[src/hw/rtl/amd_pkg.sv]
// Shared types, widths and mixing constants for the APU mixer and decimator.
package amd_pkg;

    // Phase accumulator format: unsigned, PHASE_FRAC_BITS fraction bits.
    localparam int PHASE_FRAC_BITS = 16;
    localparam int PHASE_W         = 25;
    localparam int STEP_W          = 24;
    localparam logic [PHASE_W-1:0] PHASE_ONE = PHASE_W'(1) << PHASE_FRAC_BITS;
    localparam logic [STEP_W-1:0]  STEP_RESET = 24'd2659740;

    // Channel level widths.
    localparam int LEVEL_W = 4;
    localparam int DELTA_W = 7;

    // Mixer arithmetic: Q8 coefficients that already include the scale of 20000.
    localparam int SUM_W = 23;
    localparam int ACC_W = 24;
    localparam int PCM_W = 15;
    localparam logic [SUM_W-1:0] K_PULSE    = 23'd38502;
    localparam logic [SUM_W-1:0] K_TRIANGLE = 23'd43571;
    localparam logic [SUM_W-1:0] K_NOISE    = 23'd25293;
    localparam logic [SUM_W-1:0] K_DELTA    = 23'd17152;
    localparam logic [ACC_W-1:0] K_OFFSET   = 24'd2560000;
    localparam logic [ACC_W-1:0] TRUNC_BIAS = 24'd255;
    localparam logic signed [PCM_W-1:0] PCM_MIN = -15'sd10000;
    localparam logic signed [PCM_W-1:0] PCM_MAX = 15'sd7055;

    // Queue between the front and the back.
    localparam int QUEUE_DEPTH = 4;
    localparam int QUEUE_AW    = 2;

    typedef struct packed {
        logic [LEVEL_W-1:0] pulse_one;
        logic [LEVEL_W-1:0] pulse_two;
        logic [LEVEL_W-1:0] triangle;
        logic [LEVEL_W-1:0] noise;
        logic [DELTA_W-1:0] delta;
    } t_levels;

    typedef struct packed {
        logic    valid;
        t_levels levels;
    } t_queue_item;

endpackage

[src/hw/rtl/amd_front.sv]
// Front part: accepts sound-chip cycles and picks the cycles that emit a sample.
module amd_front (
    input  logic                          i_clk,
    input  logic                          i_rst_n,
    input  logic                          i_valid,
    output logic                          o_ready,
    input  logic [amd_pkg::LEVEL_W-1:0]   i_pulse_one_level,
    input  logic [amd_pkg::LEVEL_W-1:0]   i_pulse_two_level,
    input  logic [amd_pkg::LEVEL_W-1:0]   i_triangle_level,
    input  logic [amd_pkg::LEVEL_W-1:0]   i_noise_level,
    input  logic [amd_pkg::DELTA_W-1:0]   i_delta_level,
    input  logic                          i_cfg_wr_en,
    input  logic [amd_pkg::STEP_W-1:0]    i_cfg_wr_data,
    input  logic                          i_queue_full,
    output amd_pkg::t_queue_item          o_push
);

    logic [amd_pkg::STEP_W-1:0]  r_cycles_per_sample;
    logic [amd_pkg::PHASE_W-1:0] r_phase;
    logic [amd_pkg::PHASE_W-1:0] n_phase;
    logic [amd_pkg::PHASE_W-1:0] w_step;
    logic                        w_accept;
    logic                        w_emit;

    // A cycle is taken whenever the queue has room.
    assign o_ready  = !i_queue_full;
    assign w_accept = i_valid && o_ready;

    // The sample instant falls in this cycle when less than one cycle remains.
    assign w_emit = r_phase < amd_pkg::PHASE_ONE;

    // Steps below one cycle are raised to exactly one cycle.
    always_comb begin
        w_step = amd_pkg::PHASE_W'(r_cycles_per_sample);
        if (w_step < amd_pkg::PHASE_ONE) begin
            w_step = amd_pkg::PHASE_ONE;
        end
        n_phase = r_phase;
        if (w_accept) begin
            if (w_emit) begin
                n_phase = r_phase + w_step - amd_pkg::PHASE_ONE;
            end else begin
                n_phase = r_phase - amd_pkg::PHASE_ONE;
            end
        end
    end

    // Emitting cycles go into the queue with their levels.
    always_comb begin
        o_push.valid            = w_accept && w_emit;
        o_push.levels.pulse_one = i_pulse_one_level;
        o_push.levels.pulse_two = i_pulse_two_level;
        o_push.levels.triangle  = i_triangle_level;
        o_push.levels.noise     = i_noise_level;
        o_push.levels.delta     = i_delta_level;
    end

    // Step register and phase accumulator.
    always_ff @(posedge i_clk) begin
        if (!i_rst_n) begin
            r_cycles_per_sample <= amd_pkg::STEP_RESET;
            r_phase             <= '0;
        end else begin
            if (i_cfg_wr_en) begin
                r_cycles_per_sample <= i_cfg_wr_data;
            end
            r_phase <= n_phase;
        end
    end

    // A non-emitting cycle moves the sample instant exactly one cycle closer.
    a_phase_countdown: assert property (@(posedge i_clk) disable iff (!i_rst_n)
        (w_accept && !w_emit) |=> (r_phase == $past(r_phase) - amd_pkg::PHASE_ONE))
        else $error("phase did not count down by one cycle");

endmodule

[src/hw/rtl/amd_queue.sv]
// Short queue that decouples the front from the mixing back end.
module amd_queue (
    input  logic                 i_clk,
    input  logic                 i_rst_n,
    input  amd_pkg::t_queue_item i_push,
    output logic                 o_full,
    output amd_pkg::t_queue_item o_head,
    input  logic                 i_pop
);

    amd_pkg::t_levels                r_mem [amd_pkg::QUEUE_DEPTH];
    logic [amd_pkg::QUEUE_AW-1:0]    r_wr_ptr;
    logic [amd_pkg::QUEUE_AW-1:0]    r_rd_ptr;
    logic [amd_pkg::QUEUE_AW:0]      r_count;
    logic [amd_pkg::QUEUE_AW:0]      n_count;

    assign o_full = r_count == (amd_pkg::QUEUE_AW+1)'(amd_pkg::QUEUE_DEPTH);

    // Head of the queue is shown to the back end.
    always_comb begin
        o_head.valid  = r_count != '0;
        o_head.levels = r_mem[r_rd_ptr];
    end

    // Occupancy follows pushes and pops.
    always_comb begin
        n_count = r_count;
        if (i_push.valid && !i_pop) begin
            n_count = r_count + 1'b1;
        end else if (!i_push.valid && i_pop) begin
            n_count = r_count - 1'b1;
        end
    end

    // Storage writes.
    always_ff @(posedge i_clk) begin
        if (i_push.valid) begin
            r_mem[r_wr_ptr] <= i_push.levels;
        end
    end

    // Pointers and count.
    always_ff @(posedge i_clk) begin
        if (!i_rst_n) begin
            r_wr_ptr <= '0;
            r_rd_ptr <= '0;
            r_count  <= '0;
        end else begin
            if (i_push.valid) begin
                r_wr_ptr <= r_wr_ptr + 1'b1;
            end
            if (i_pop) begin
                r_rd_ptr <= r_rd_ptr + 1'b1;
            end
            r_count <= n_count;
        end
    end

    a_no_overflow: assert property (@(posedge i_clk) disable iff (!i_rst_n)
        i_push.valid |-> (r_count < (amd_pkg::QUEUE_AW+1)'(amd_pkg::QUEUE_DEPTH)))
        else $error("push into a full queue");

    a_no_underflow: assert property (@(posedge i_clk) disable iff (!i_rst_n)
        i_pop |-> (r_count != '0))
        else $error("pop from an empty queue");

endmodule

[src/hw/rtl/amd_mix.sv]
// Back end: two-stage mixer that turns channel levels into a PCM sample.
module amd_mix (
    input  logic                               i_clk,
    input  logic                               i_rst_n,
    input  amd_pkg::t_queue_item               i_head,
    output logic                               o_pop,
    output logic                               o_valid,
    input  logic                               i_ready,
    output logic signed [amd_pkg::PCM_W-1:0]   o_pcm_sample
);

    logic                              r_s1_valid;
    logic [amd_pkg::SUM_W-1:0]         r_s1_sum;
    logic                              r_s2_valid;
    logic signed [amd_pkg::PCM_W-1:0]  r_s2_sample;
    logic                              w_s1_en;
    logic                              w_s2_en;
    logic [amd_pkg::SUM_W-1:0]         n_sum;
    logic [amd_pkg::ACC_W-1:0]         w_acc;
    logic signed [amd_pkg::ACC_W-1:0]  w_biased;
    logic signed [amd_pkg::ACC_W-1:0]  w_shifted;
    logic signed [amd_pkg::PCM_W-1:0]  n_s2_sample;

    // Stages advance when the stage ahead is free or its transfer completes.
    assign w_s2_en = !r_s2_valid || i_ready;
    assign w_s1_en = !r_s1_valid || w_s2_en;
    assign o_pop   = i_head.valid && w_s1_en;

    // Stage one: weighted sum of the levels with constant coefficients.
    always_comb begin
        n_sum = amd_pkg::K_PULSE
                  * (amd_pkg::SUM_W'(i_head.levels.pulse_one)
                     + amd_pkg::SUM_W'(i_head.levels.pulse_two))
              + amd_pkg::K_TRIANGLE * amd_pkg::SUM_W'(i_head.levels.triangle)
              + amd_pkg::K_NOISE    * amd_pkg::SUM_W'(i_head.levels.noise)
              + amd_pkg::K_DELTA    * amd_pkg::SUM_W'(i_head.levels.delta);
    end

    // Stage two: remove the offset and drop the Q8 fraction toward zero.
    always_comb begin
        w_acc = amd_pkg::ACC_W'(r_s1_sum) - amd_pkg::K_OFFSET;
        if (w_acc[amd_pkg::ACC_W-1]) begin
            w_biased = $signed(w_acc + amd_pkg::TRUNC_BIAS);
        end else begin
            w_biased = $signed(w_acc);
        end
        w_shifted   = w_biased >>> 8;
        n_s2_sample = w_shifted[amd_pkg::PCM_W-1:0];
    end

    // Pipeline registers; payload needs no reset.
    always_ff @(posedge i_clk) begin
        if (!i_rst_n) begin
            r_s1_valid <= 1'b0;
            r_s2_valid <= 1'b0;
        end else begin
            if (w_s1_en) begin
                r_s1_valid <= i_head.valid;
            end
            if (w_s2_en) begin
                r_s2_valid <= r_s1_valid;
            end
        end
    end

    always_ff @(posedge i_clk) begin
        if (w_s1_en) begin
            r_s1_sum <= n_sum;
        end
        if (w_s2_en) begin
            r_s2_sample <= n_s2_sample;
        end
    end

    assign o_valid      = r_s2_valid;
    assign o_pcm_sample = r_s2_sample;

    a_sample_range: assert property (@(posedge i_clk) disable iff (!i_rst_n)
        r_s2_valid |-> (r_s2_sample >= amd_pkg::PCM_MIN && r_s2_sample <= amd_pkg::PCM_MAX))
        else $error("mixed sample outside the reachable range");

endmodule

[src/hw/rtl/apu_mixer_decimator_unit.sv]
// A sample taken with the cycle that emits it is written into a queue entry and then passes
// the two mixer stages, stage one and then stage two, before it is offered at the output.
// Throughput: one sound-chip cycle per clock; a four-entry queue absorbs output stalls.
// Input stalls only when the queue is full.
// Reset (synchronous, active low) clears the phase, the queue and the pipeline valids,
// and loads the step register with 2659740, so the first cycle after reset emits.
module apu_mixer_decimator_unit (
    input  logic                               i_clk,
    input  logic                               i_rst_n,
    input  logic                               i_valid,
    output logic                               o_ready,
    input  logic [amd_pkg::LEVEL_W-1:0]        i_pulse_one_level,
    input  logic [amd_pkg::LEVEL_W-1:0]        i_pulse_two_level,
    input  logic [amd_pkg::LEVEL_W-1:0]        i_triangle_level,
    input  logic [amd_pkg::LEVEL_W-1:0]        i_noise_level,
    input  logic [amd_pkg::DELTA_W-1:0]        i_delta_level,
    input  logic                               i_cfg_wr_en,
    input  logic [amd_pkg::STEP_W-1:0]         i_cfg_wr_data,
    output logic                               o_valid,
    input  logic                               i_ready,
    output logic signed [amd_pkg::PCM_W-1:0]   o_pcm_sample
);

    amd_pkg::t_queue_item w_push;
    amd_pkg::t_queue_item w_head;
    logic                 w_full;
    logic                 w_pop;

    // Front: phase accumulator and cycle selection.
    amd_front u_front (
        .i_clk             (i_clk),
        .i_rst_n           (i_rst_n),
        .i_valid           (i_valid),
        .o_ready           (o_ready),
        .i_pulse_one_level (i_pulse_one_level),
        .i_pulse_two_level (i_pulse_two_level),
        .i_triangle_level  (i_triangle_level),
        .i_noise_level     (i_noise_level),
        .i_delta_level     (i_delta_level),
        .i_cfg_wr_en       (i_cfg_wr_en),
        .i_cfg_wr_data     (i_cfg_wr_data),
        .i_queue_full      (w_full),
        .o_push            (w_push)
    );

    // Queue of selected cycles.
    amd_queue u_queue (
        .i_clk   (i_clk),
        .i_rst_n (i_rst_n),
        .i_push  (w_push),
        .o_full  (w_full),
        .o_head  (w_head),
        .i_pop   (w_pop)
    );

    // Back: mixer pipeline and output register.
    amd_mix u_mix (
        .i_clk        (i_clk),
        .i_rst_n      (i_rst_n),
        .i_head       (w_head),
        .o_pop        (w_pop),
        .o_valid      (o_valid),
        .i_ready      (i_ready),
        .o_pcm_sample (o_pcm_sample)
    );

endmodule
[config.mk]
export PLATFORM = sky130hd
export DESIGN_NAME = apu_mixer_decimator_unit
export DESIGN_NICKNAME = d
export VERILOG_FILES = /design/src/hw/rtl/amd_pkg.sv /design/src/hw/rtl/amd_front.sv /design/src/hw/rtl/amd_queue.sv /design/src/hw/rtl/amd_mix.sv /design/src/hw/rtl/apu_mixer_decimator_unit.sv
export SDC_FILE = /design/constraint.sdc
export NUM_CORES = 1
export LEC_CHECK = 0
export BUFFER_PORTS_ARGS = -buffer_cell sky130_fd_sc_hd__buf_4
export CAP_MARGIN = 20
export CORE_UTILIZATION = 48
export DETAILED_ROUTE_END_ITERATION = 8
export GPL_ROUTABILITY_DRIVEN = 0
export PLACE_DENSITY = 0.74
export REMOVE_ABC_BUFFERS = 1
export SETUP_SLACK_MARGIN = 0.02
export SYNTH_ARGS = -nofsm -noshare
export SYNTH_HDL_FRONTEND = slang
export SYNTH_SLANG_ARGS = --single-unit
export TNS_END_PERCENT = 100
[constraint.sdc]
create_clock -name i_clk -period 8.3 [get_ports i_clk]
set_input_delay 1.245 -clock i_clk [delete_from_list [all_inputs] [get_ports i_clk]]
set_output_delay 1.245 -clock i_clk [all_outputs]
set_load 0.02 [all_outputs]
==> results of run 1 <==
==> critical path, delay by kind of cell (launching register included) <==
kind / cells / cell delay [ns]
flip-flops: 1 / 0.34
AND/OR/NAND/NOR: 8 / 1.08
multiplexers: 1 / 0.52
adder cells (fa/ha/maj): 12 / 4.34
AO/OA/AOI/OAI: 3 / 0.58
XOR/XNOR: 2 / 0.32
buffers and inverters: 5 / 0.40
==> registers in the layout, summed over array words and instances, names as in the netlist, named ones only <==
signal                       cells
u_front.r_cycles_per_sample     24
u_front.r_phase                 25
u_mix.o_pcm_sample              15
u_mix.o_valid                    1
u_mix.r_s1_sum                  23
u_mix.r_s1_valid                 1
u_queue.r_count                  3
u_queue.r_mem                   92
u_queue.r_rd_ptr                 2
u_queue.r_wr_ptr                 2
==> placed cells by master (no fill, tap or decap), types with 11 or more instances in the layout <==
cell type	n
dfxtp_1	60
a31oi_1	15
fa_1	63
clkbuf_16	17
mux4_2	23
mux2i_1	23
a21oi_1	73
xnor2_1	48
nor2b_1	11
ha_1	183
o21ai_0	43
inv_1	162
and2_1	20
nand3_1	29
nand2b_1	11
nand2_1	78
buf_4	83
xor2_1	29
edfxtp_1	130
a21o_1	19
nor2_1	61
nor3_1	16
==> area by class of cell <==
type	instances	area share [%]
tap	378	3.12
inverter	162	4.01
clock inverter	13	0.950
multi-input combinational	862	51.1
timing repair buffer	84	4.19
clock buffer	19	2.92
sequential	190	33.7
==> layer usage <==
| metal | vias to the layer above | GRT usage [%] | routed length (um) |
|---|---|---|---|
| li1 | 4524 | - | - |
| met1 | 4438 | 26.8 | 12500 |
| met2 | 221 | 32.0 | 12600 |
| met3 | 38 | 3.06 | 1150 |
| met4 | 0 | 6.78 | 590 |
| met5 | - | 0 | 0 |
==> stage by stage <==
| stage | instance area [um2] | worst slack [ns] | instances | util (%) |
|---|---|---|---|---|
| 2_1_floorplan | 13400 | -0.0961 | 1214 | - |
| 5_1_grt | 15100 | 0.0311 | 1708 | 54.7 |
| 3_5_place_dp | 14500 | 0.282 | 1673 | 52.3 |
| 6_report | 15100 | 0.475 | 1708 | 54.7 |
| 4_1_cts | 15100 | 0.278 | 1705 | 54.4 |
| 3_3_place_gp | 14500 | 0.465 | 1673 | 52.3 |
==> kinds of logic (layout without fill, tap and decap cells) <==
logic type               after synthesis  count (layout)  synth area share [%]
buffers and inverters                191             278                  5.32
XOR/XNOR                              77              77                  4.99
AND/OR/NAND/NOR                      275             275                  10.0
AO/OA/AOI/OAI                        218             218                  10.1
flip-flops                           190             190                  37.8
adder cells (fa/ha/maj)              246             246                  26.3
multiplexers                          46              46                  5.54
==> what timing repair did <==
item / in CTS / in global routing
resized for setup: 0 / 9
endpoints found under the hold margin: 0 / 0
hold buffers: 0 / 0
endpoints found under the setup margin: 0 / 6
setup buffers: 0 / 3
==> worst max path at each step <==
stage	start	to	slack [ns]
6_report	register	u_mix.r_s1_sum[15]	0.48
2_1_floorplan	register	u_mix.r_s1_sum[21]	-0.1
4_1_cts	register	u_mix.r_s1_sum[21]	0.28
3_5_place_dp	register	u_mix.r_s1_sum[21]	0.28
5_1_grt	register	u_mix.r_s1_sum[21]	0.03
3_3_place_gp	register	u_mix.r_s1_sum[21]	0.47
==> out/metrics.cfg, run 1 <==
[outcome]
status = completed

[clock_tree]
clk_latency_ns = 0.45
clock-sinks = 190
htreeDepth = 4
cts_buffer_depth = 2
cts_tree = done
clkTransAtPathRegs_ns = 0.08
root_buffer = clkbuf_16
numCtsBuffers = 17

[setup_path]
cp_slowest_cell = mux4_2
cp-end-kind = register
ff2ff_setup_slack_ns = 0.48
path_max_fanout = 11
arrival_ns = 8.02
slowest_delay_ns = 0.52
path_class = register to register
required_ns = 8.49
start_kind = register
r2r_cells = 31
rr_endpoint = u_mix.r_s1_sum[15]

[route]
ant_nets = 0
avgViaCountPerCell = 5.40
avgRoutedWirePerCell_um = 15.7
wl_um = 26800
dr.first_iter.drc_count = 725
drc = 0
drt_pre_antenna_iters = 6
vias = 9221

[global_routing]
grtUsageTotal_pct = 19.7
grt_pass1_vias = 9107
grt_pass1_wl_um = 44800
antenna_found_initial = 0
grt_overflow = 0
grt_max_degree = 27

[cells_and_area]
num_antenna_cells = 0
multiInputGateArea_um2 = 7740
area_delta_synth_final_pct = 12.1
nNetsFinal = 1615
num-fill-cells = 2353
drive_gt1_share_pct = 12.3
register_area_um2 = 5100

[synthesis]
synth_top_area_cell = edfxtp_1
yosys-top-cells-area = edfxtp_1 (29%), ha_1 (17%), fa_1 (9.3%), dfxtp_1 (8.9%), inv_1 (4.5%)
synth_seq_cells = 190
synth_edf_count = 130
synth-main-ff-cell = edfxtp_1
synth.top_cell.area_share_pct = 28.9
ys_seq_area_share_pct = 37.8
yosysMostFrequentCell = ha_1
synth_common_cells = ha_1 (183), inv_1 (162), edfxtp_1 (130), nand2_1 (78), a21oi_1 (73)
syn_inst = 1243
netlist_area_um2 = 13500
avgSynthCellArea_um2 = 10.9
synth.distinct_cells = 61
async_flop_share_pct = 0
ys_warn_count = 0

[floorplan]
row_count = 61
initial_core_util_pct = 48.8
core-area_um2 = 27700
die_area_um2 = 28800
ios = 69
die_y_um = 170
die_w_um = 170

[placed_design]
numPortBuffers = 68
dpl.hpwl_um = 20200

[sta]
final.period_utilization_pct = 94.3
rsz0062_at_grt = no
timing.fmax_ghz = 0.128
finalSetupTns_ns = 0
slew_violations = 0
worst_pin_slew_ns = 0.922
finalHoldViolations = 0
setup_viol = 0
fin_hold_ws_ns = 0.460
fin_skew_ns = 0.0144
relSlewSlack_pct = 38.4
layout_min_cycle_time_ns = 7.82

[hold_path]
min_to = u_front.r_phase[6]
worstHoldStart = u_front.r_phase[6]
min_path_cells = 2
hold_class = register to register

[job]
cap_violations = 0

Power of run 1 is left out: the tool's default activity adds up to more than one toggle a clock period on the data nets, which glitch-free logic cannot reach.
==> run 2: changes to the inputs <==
--- a/config.mk
+++ b/config.mk
@@ -10,10 +10,11 @@
 export CORE_UTILIZATION = 48
 export DETAILED_ROUTE_END_ITERATION = 8
 export GPL_ROUTABILITY_DRIVEN = 0
-export PLACE_DENSITY = 0.74
+export PLACE_DENSITY = 0.66
 export REMOVE_ABC_BUFFERS = 1
 export SETUP_SLACK_MARGIN = 0.02
 export SYNTH_ARGS = -nofsm -noshare
 export SYNTH_HDL_FRONTEND = slang
+export SYNTH_HIERARCHICAL = 1
 export SYNTH_SLANG_ARGS = --single-unit
 export TNS_END_PERCENT = 100
==> out/metrics.cfg, run 2 <==
[outcome]
status = completed

[synthesis]
synth_xor_area_share_pct = 5.21
async_flop_share_pct = 0
avgSynthCellArea_um2 = 11.0
synth_compound_gate_area_share_pct = 9.72
synth_top_area_cell = edfxtp_1
ys_seq_area_share_pct = 37.0
synth_common_cells = ha_1 (184), inv_1 (164), edfxtp_1 (130), nand2_1 (79), nor2_1 (67)
ys_warn_count = 6
synth-simple-area-share_pct = 9.17
synth_seq_cells = 190
syn_inst = 1255
netlist_area_um2 = 13800
synth.top_cell.area_share_pct = 28.3
yosys-top-cells-area = edfxtp_1 (28%), ha_1 (17%), fa_1 (9.1%), dfxtp_1 (8.7%), inv_1 (4.5%)
synth_top_family_by_area = adder cells
synth_fa_ha_area_share_pct = 25.8
synth-main-ff-cell = edfxtp_1
synth_mux_area_share_pct = 6.31
synth_edf_count = 130
yosysMostFrequentCell = ha_1
synth.distinct_cells = 73

[floorplan]
ios = 69
die_w_um = 172
die_area_um2 = 29400
die_y_um = 172
row_count = 61
initial_core_util_pct = 49.3
core-area_um2 = 28000

[clock_tree]
clock-sinks = 190
cts_tree = done
htreeDepth = 4
clkTransAtPathRegs_ns = 0.08
cts_buffer_depth = 2
cts_hold_buf = 0
numCtsBuffers = 17
root_buffer = clkbuf_16
clk_latency_ns = 0.44

[route]
avgRoutedWirePerCell_um = 15.1
ant_nets = 0
drt_pre_antenna_iters = 4
drc = 0
dr.first_iter.drc_count = 486
vias = 8913
avgViaCountPerCell = 5.23
wl_um = 25800

[sta]
slew_violations = 0
fin_skew_ns = 0.0189
relSlewSlack_pct = 34.8
timing.fmax_ghz = 0.126
setup_viol = 0
fin_hold_ws_ns = 0.462
final.period_utilization_pct = 95.7
worst_pin_slew_ns = 0.975
layout_min_cycle_time_ns = 7.95
finalHoldViolations = 0
final.setup.worst_slack_ns = 0.355

[setup_path]
ff2ff_setup_slack_ns = 0.35
path_max_fanout = 5
start_kind = register
slowest_delay_ns = 0.57
arrival_ns = 8.14
cp_slowest_cell = fa_1
cp-end-kind = register
path_class = register to register
path_common_cell = fa_1
required_ns = 8.49

[cells_and_area]
largest-register = u_queue/r_mem
final_cell_mix = ha_1 (177), inv_1 (164), edfxtp_1 (130)
register_area_um2 = 5110
final_common_cell = ha_1
top_regs = u_queue/r_mem x92, u_front/r_phase x25, u_front/r_cycles_per_sample x24
num-fill-cells = 2452
multiInputGateArea_um2 = 7850
final_cells = 1704
design_area_um2 = 15400
largest_reg_flops = 92
num_antenna_cells = 0
drive_gt1_share_pct = 13.3
nNetsFinal = 1612
area_delta_synth_final_pct = 11.5

[placed_design]
dp_slack_ns = -0.0399
dp_cells = 1669
numPortBuffers = 68
dpl.hpwl_um = 19700
postPlaceCellArea_um2 = 14600

[global_routing]
antenna_found_initial = 0
grt_max_degree = 37
grtUsageTotal_pct = 18.4
grt_overflow = 0
grt_pass1_vias = 8756
grt_pass1_wl_um = 42300

[job]
cap_violations = 0

[hold_path]
hold_class = register to register

run 2: final timing paths:
path	startpoint	endpoint	cells past startpoint
setup / recovery	register	u_mix/r_s1_sum[19]	32
hold / removal	u_front/r_phase[6]	u_front/r_phase[6]	2
setup reg to reg	register	u_mix/r_s1_sum[19]	32
hold reg to reg	u_front/r_phase[6]	u_front/r_phase[6]	2
run 2: repair_timing:
action,in CTS,in global routing
buffers inserted,0,2
gates resized for setup,1,25
pin swaps,1,8
setup endpoints to repair,2,11
run 2: per-layer routing:
layer | up-vias | part of all wire [%] | global-route usage, %
met3 | 21 | 3.0 | 2.90
li1 | 4489 | - | -
met1 | 4258 | 50 | 25.9
met4 | 0 | 1.2 | 4.93
met2 | 145 | 45 | 29.4
met5 | - | 0 | 0
run 2: through the flow:
step	util [%]	setup TNS [ns]
2_1_floorplan	-	-1.07
3_3_place_gp	52.1	0
3_5_place_dp	52.1	-0.0516
4_1_cts	54.4	0
5_1_grt	54.9	-0.0148
6_report	54.9	0
run 2: worst max-delay path, delay by kind of cell, from the launching register on:
kind | cells | cell delay [ns]
XOR/XNOR | 2 | 0.21
buffers and inverters | 4 | 0.33
flip-flops | 1 | 0.36
AO/OA/AOI/OAI | 10 | 1.81
AND/OR/NAND/NOR | 3 | 0.28
multiplexers | 1 | 0.50
adder cells (fa/ha/maj) | 12 | 4.21
run 2: area by class of cell:
cell class                      instances  share of cell area, %
Clock inverter                         15                   1.38
Multi-Input combinational cell        851                   51.1
Sequential cell                       190                   33.2
Tap cell                              378                   3.08
Timing Repair Buffer                   86                   4.43
Inverter                              167                   4.08
Clock buffer                           17                   2.77
run 2: kinds of logic (layout without fill, tap and decap cells):
kind of cell    after synthesis  after routing
compound gates              203            203
xor+xnor                     82             82
fa+ha+maj                   247            247
buf+inv                     214            285
flops                       190            190
mux                          57             57
simple gates                262            262
Power of run 2 is left out for the same reason.
==> run 3: changes to the inputs <==
--- a/config.mk
+++ b/config.mk
@@ -7,10 +7,11 @@
 export LEC_CHECK = 0
 export BUFFER_PORTS_ARGS = -buffer_cell sky130_fd_sc_hd__buf_4
 export CAP_MARGIN = 20
-export CORE_UTILIZATION = 48
+export CORE_ASPECT_RATIO = 1.5
+export CORE_UTILIZATION = 55
 export DETAILED_ROUTE_END_ITERATION = 8
 export GPL_ROUTABILITY_DRIVEN = 0
-export PLACE_DENSITY = 0.66
+export PLACE_DENSITY = 0.75
 export REMOVE_ABC_BUFFERS = 1
 export SETUP_SLACK_MARGIN = 0.02
 export SYNTH_ARGS = -nofsm -noshare
==> out/metrics.cfg, run 3 (synthesis results as in run 2) <==
[sta]
final.setup.worst_slack_ns = 0.296
slew_violations = 0
rsz0062_at_grt = yes
fin_skew_ns = 0.0116
timing.fmax_ghz = 0.125
worst_pin_slew_ns = 1.01
layout_min_cycle_time_ns = 8.00
setup_viol = 0
finalHoldViolations = 0
relSlewSlack_pct = 32.6
final.period_utilization_pct = 96.4

[hold_path]
hold_class = register to register

[floorplan]
initial_core_util_pct = 56.3
die_area_um2 = 25700
die_w_um = 131
row_count = 70
ios = 69
core-area_um2 = 24500
die_y_um = 196

[route]
vias = 9109
ant_nets = 0
drt_pre_antenna_iters = 5
drc = 0
wl_um = 26900
dr.first_iter.drc_count = 398
avgRoutedWirePerCell_um = 16.3
avgViaCountPerCell = 5.52

[setup_path]
slowest_delay_ns = 0.59
start_kind = register
cp_slowest_cell = fa_1
required_ns = 8.49
cp-end-kind = register
path_common_cell = fa_1
path_max_fanout = 11
arrival_ns = 8.19
path_class = register to register

[cells_and_area]
top_regs = u_queue/r_mem x92, u_front/r_phase x25, u_front/r_cycles_per_sample x24
nNetsFinal = 1612
largest-register = u_queue/r_mem
drive_gt1_share_pct = 13.3
num_antenna_cells = 0
multiInputGateArea_um2 = 7850
largest_reg_flops = 92
register_area_um2 = 5110
area_delta_synth_final_pct = 10.5
final_common_cell = ha_1
num-fill-cells = 2003
final_cell_mix = ha_1 (179), inv_1 (164), edfxtp_1 (130)

[clock_tree]
cts_tree = done
cts_hold_buf = 0
clock-sinks = 190
numCtsBuffers = 17
clk_latency_ns = 0.44
cts_buffer_depth = 2
htreeDepth = 4
root_buffer = clkbuf_16
clkTransAtPathRegs_ns = 0.08

[global_routing]
grt_pass1_vias = 9473
grt_pass1_wl_um = 44200
antenna_found_initial = 0
grt_overflow = 0
grt_max_degree = 37
grtUsageTotal_pct = 21.8

[placed_design]
numPortBuffers = 68
dp_slack_ns = -0.135
dpl.hpwl_um = 20900

[job]
cap_violations = 0

[outcome]
status = completed

==> run 3: cell types whose count changed in the layout (fill, tap and decap cells not counted), moves of 2 or more <==
cell	delta
ha_1	+2
a21oi_1	-2
clkinv_8	-3
inv_6	+3
a21oi_2	+2
clkinv_4	-2
buf_4	+2
==> run 3: area by class of cell <==
| type | instances | area share (%) |
|---|---|---|
| Tap cell | 324 | 2.66 |
| Inverter | 167 | 4.11 |
| Sequential cell | 190 | 33.5 |
| Clock buffer | 18 | 2.81 |
| Multi-Input combinational cell | 851 | 51.5 |
| Timing Repair Buffer | 86 | 4.32 |
| Clock inverter | 14 | 1.11 |
==> run 3: final timing paths <==
check,from,endpoint,slack (ns),cells after the start
worst max-delay path,register,u_mix/r_s1_sum[19],0.30,32
worst min register to register,u_front/r_phase[13],u_front/r_phase[13],0.46,2
worst max register to register,register,u_mix/r_s1_sum[19],0.30,32
worst min-delay path,u_front/r_phase[13],u_front/r_phase[13],0.46,2
==> run 3: per-layer routing <==
layer / routed length [um] / global-route usage [%] / vias to the layer above
met5: 0 / 0 / -
li1: - / - / 4489
met3: 730 / 2.87 / 49
met2: 14700 / 41.9 / 170
met4: 761 / 9.47 / 0
met1: 10700 / 23.7 / 4401
==> run 3: through the flow <==
step           instance area (um2)  hold slack [ns]  setup TNS, ns  instances  util (%)
2_1_floorplan                13500            0.431          -1.07       1208         -
3_3_place_gp                 14500            0.442              0       1616      59.3
3_5_place_dp                 14500            0.451         -0.255       1616      59.3
4_1_cts                      15200            0.462              0       1649      61.9
5_1_grt                      15200            0.486         -0.160       1650      62.2
6_report                     15200            0.459              0       1650      62.2
==> run 3: repair_timing <==
item,in CTS,in global routing
gates resized for setup,4,22
setup buffers,1,1
pin swaps,2,5
setup endpoints to repair,2,11
==> run 3: worst max-delay path: cells and delay by family (launching register included) <==
kind | cells | cell delay (ns)
buffers and inverters | 4 | 0.35
AND/OR/NAND/NOR | 3 | 0.27
flip-flops | 1 | 0.36
AO/OA/AOI/OAI | 10 | 1.77
adder cells (fa/ha/maj) | 12 | 4.24
XOR/XNOR | 2 | 0.19
multiplexers | 1 | 0.54
Power of run 3 is left out for the same reason.
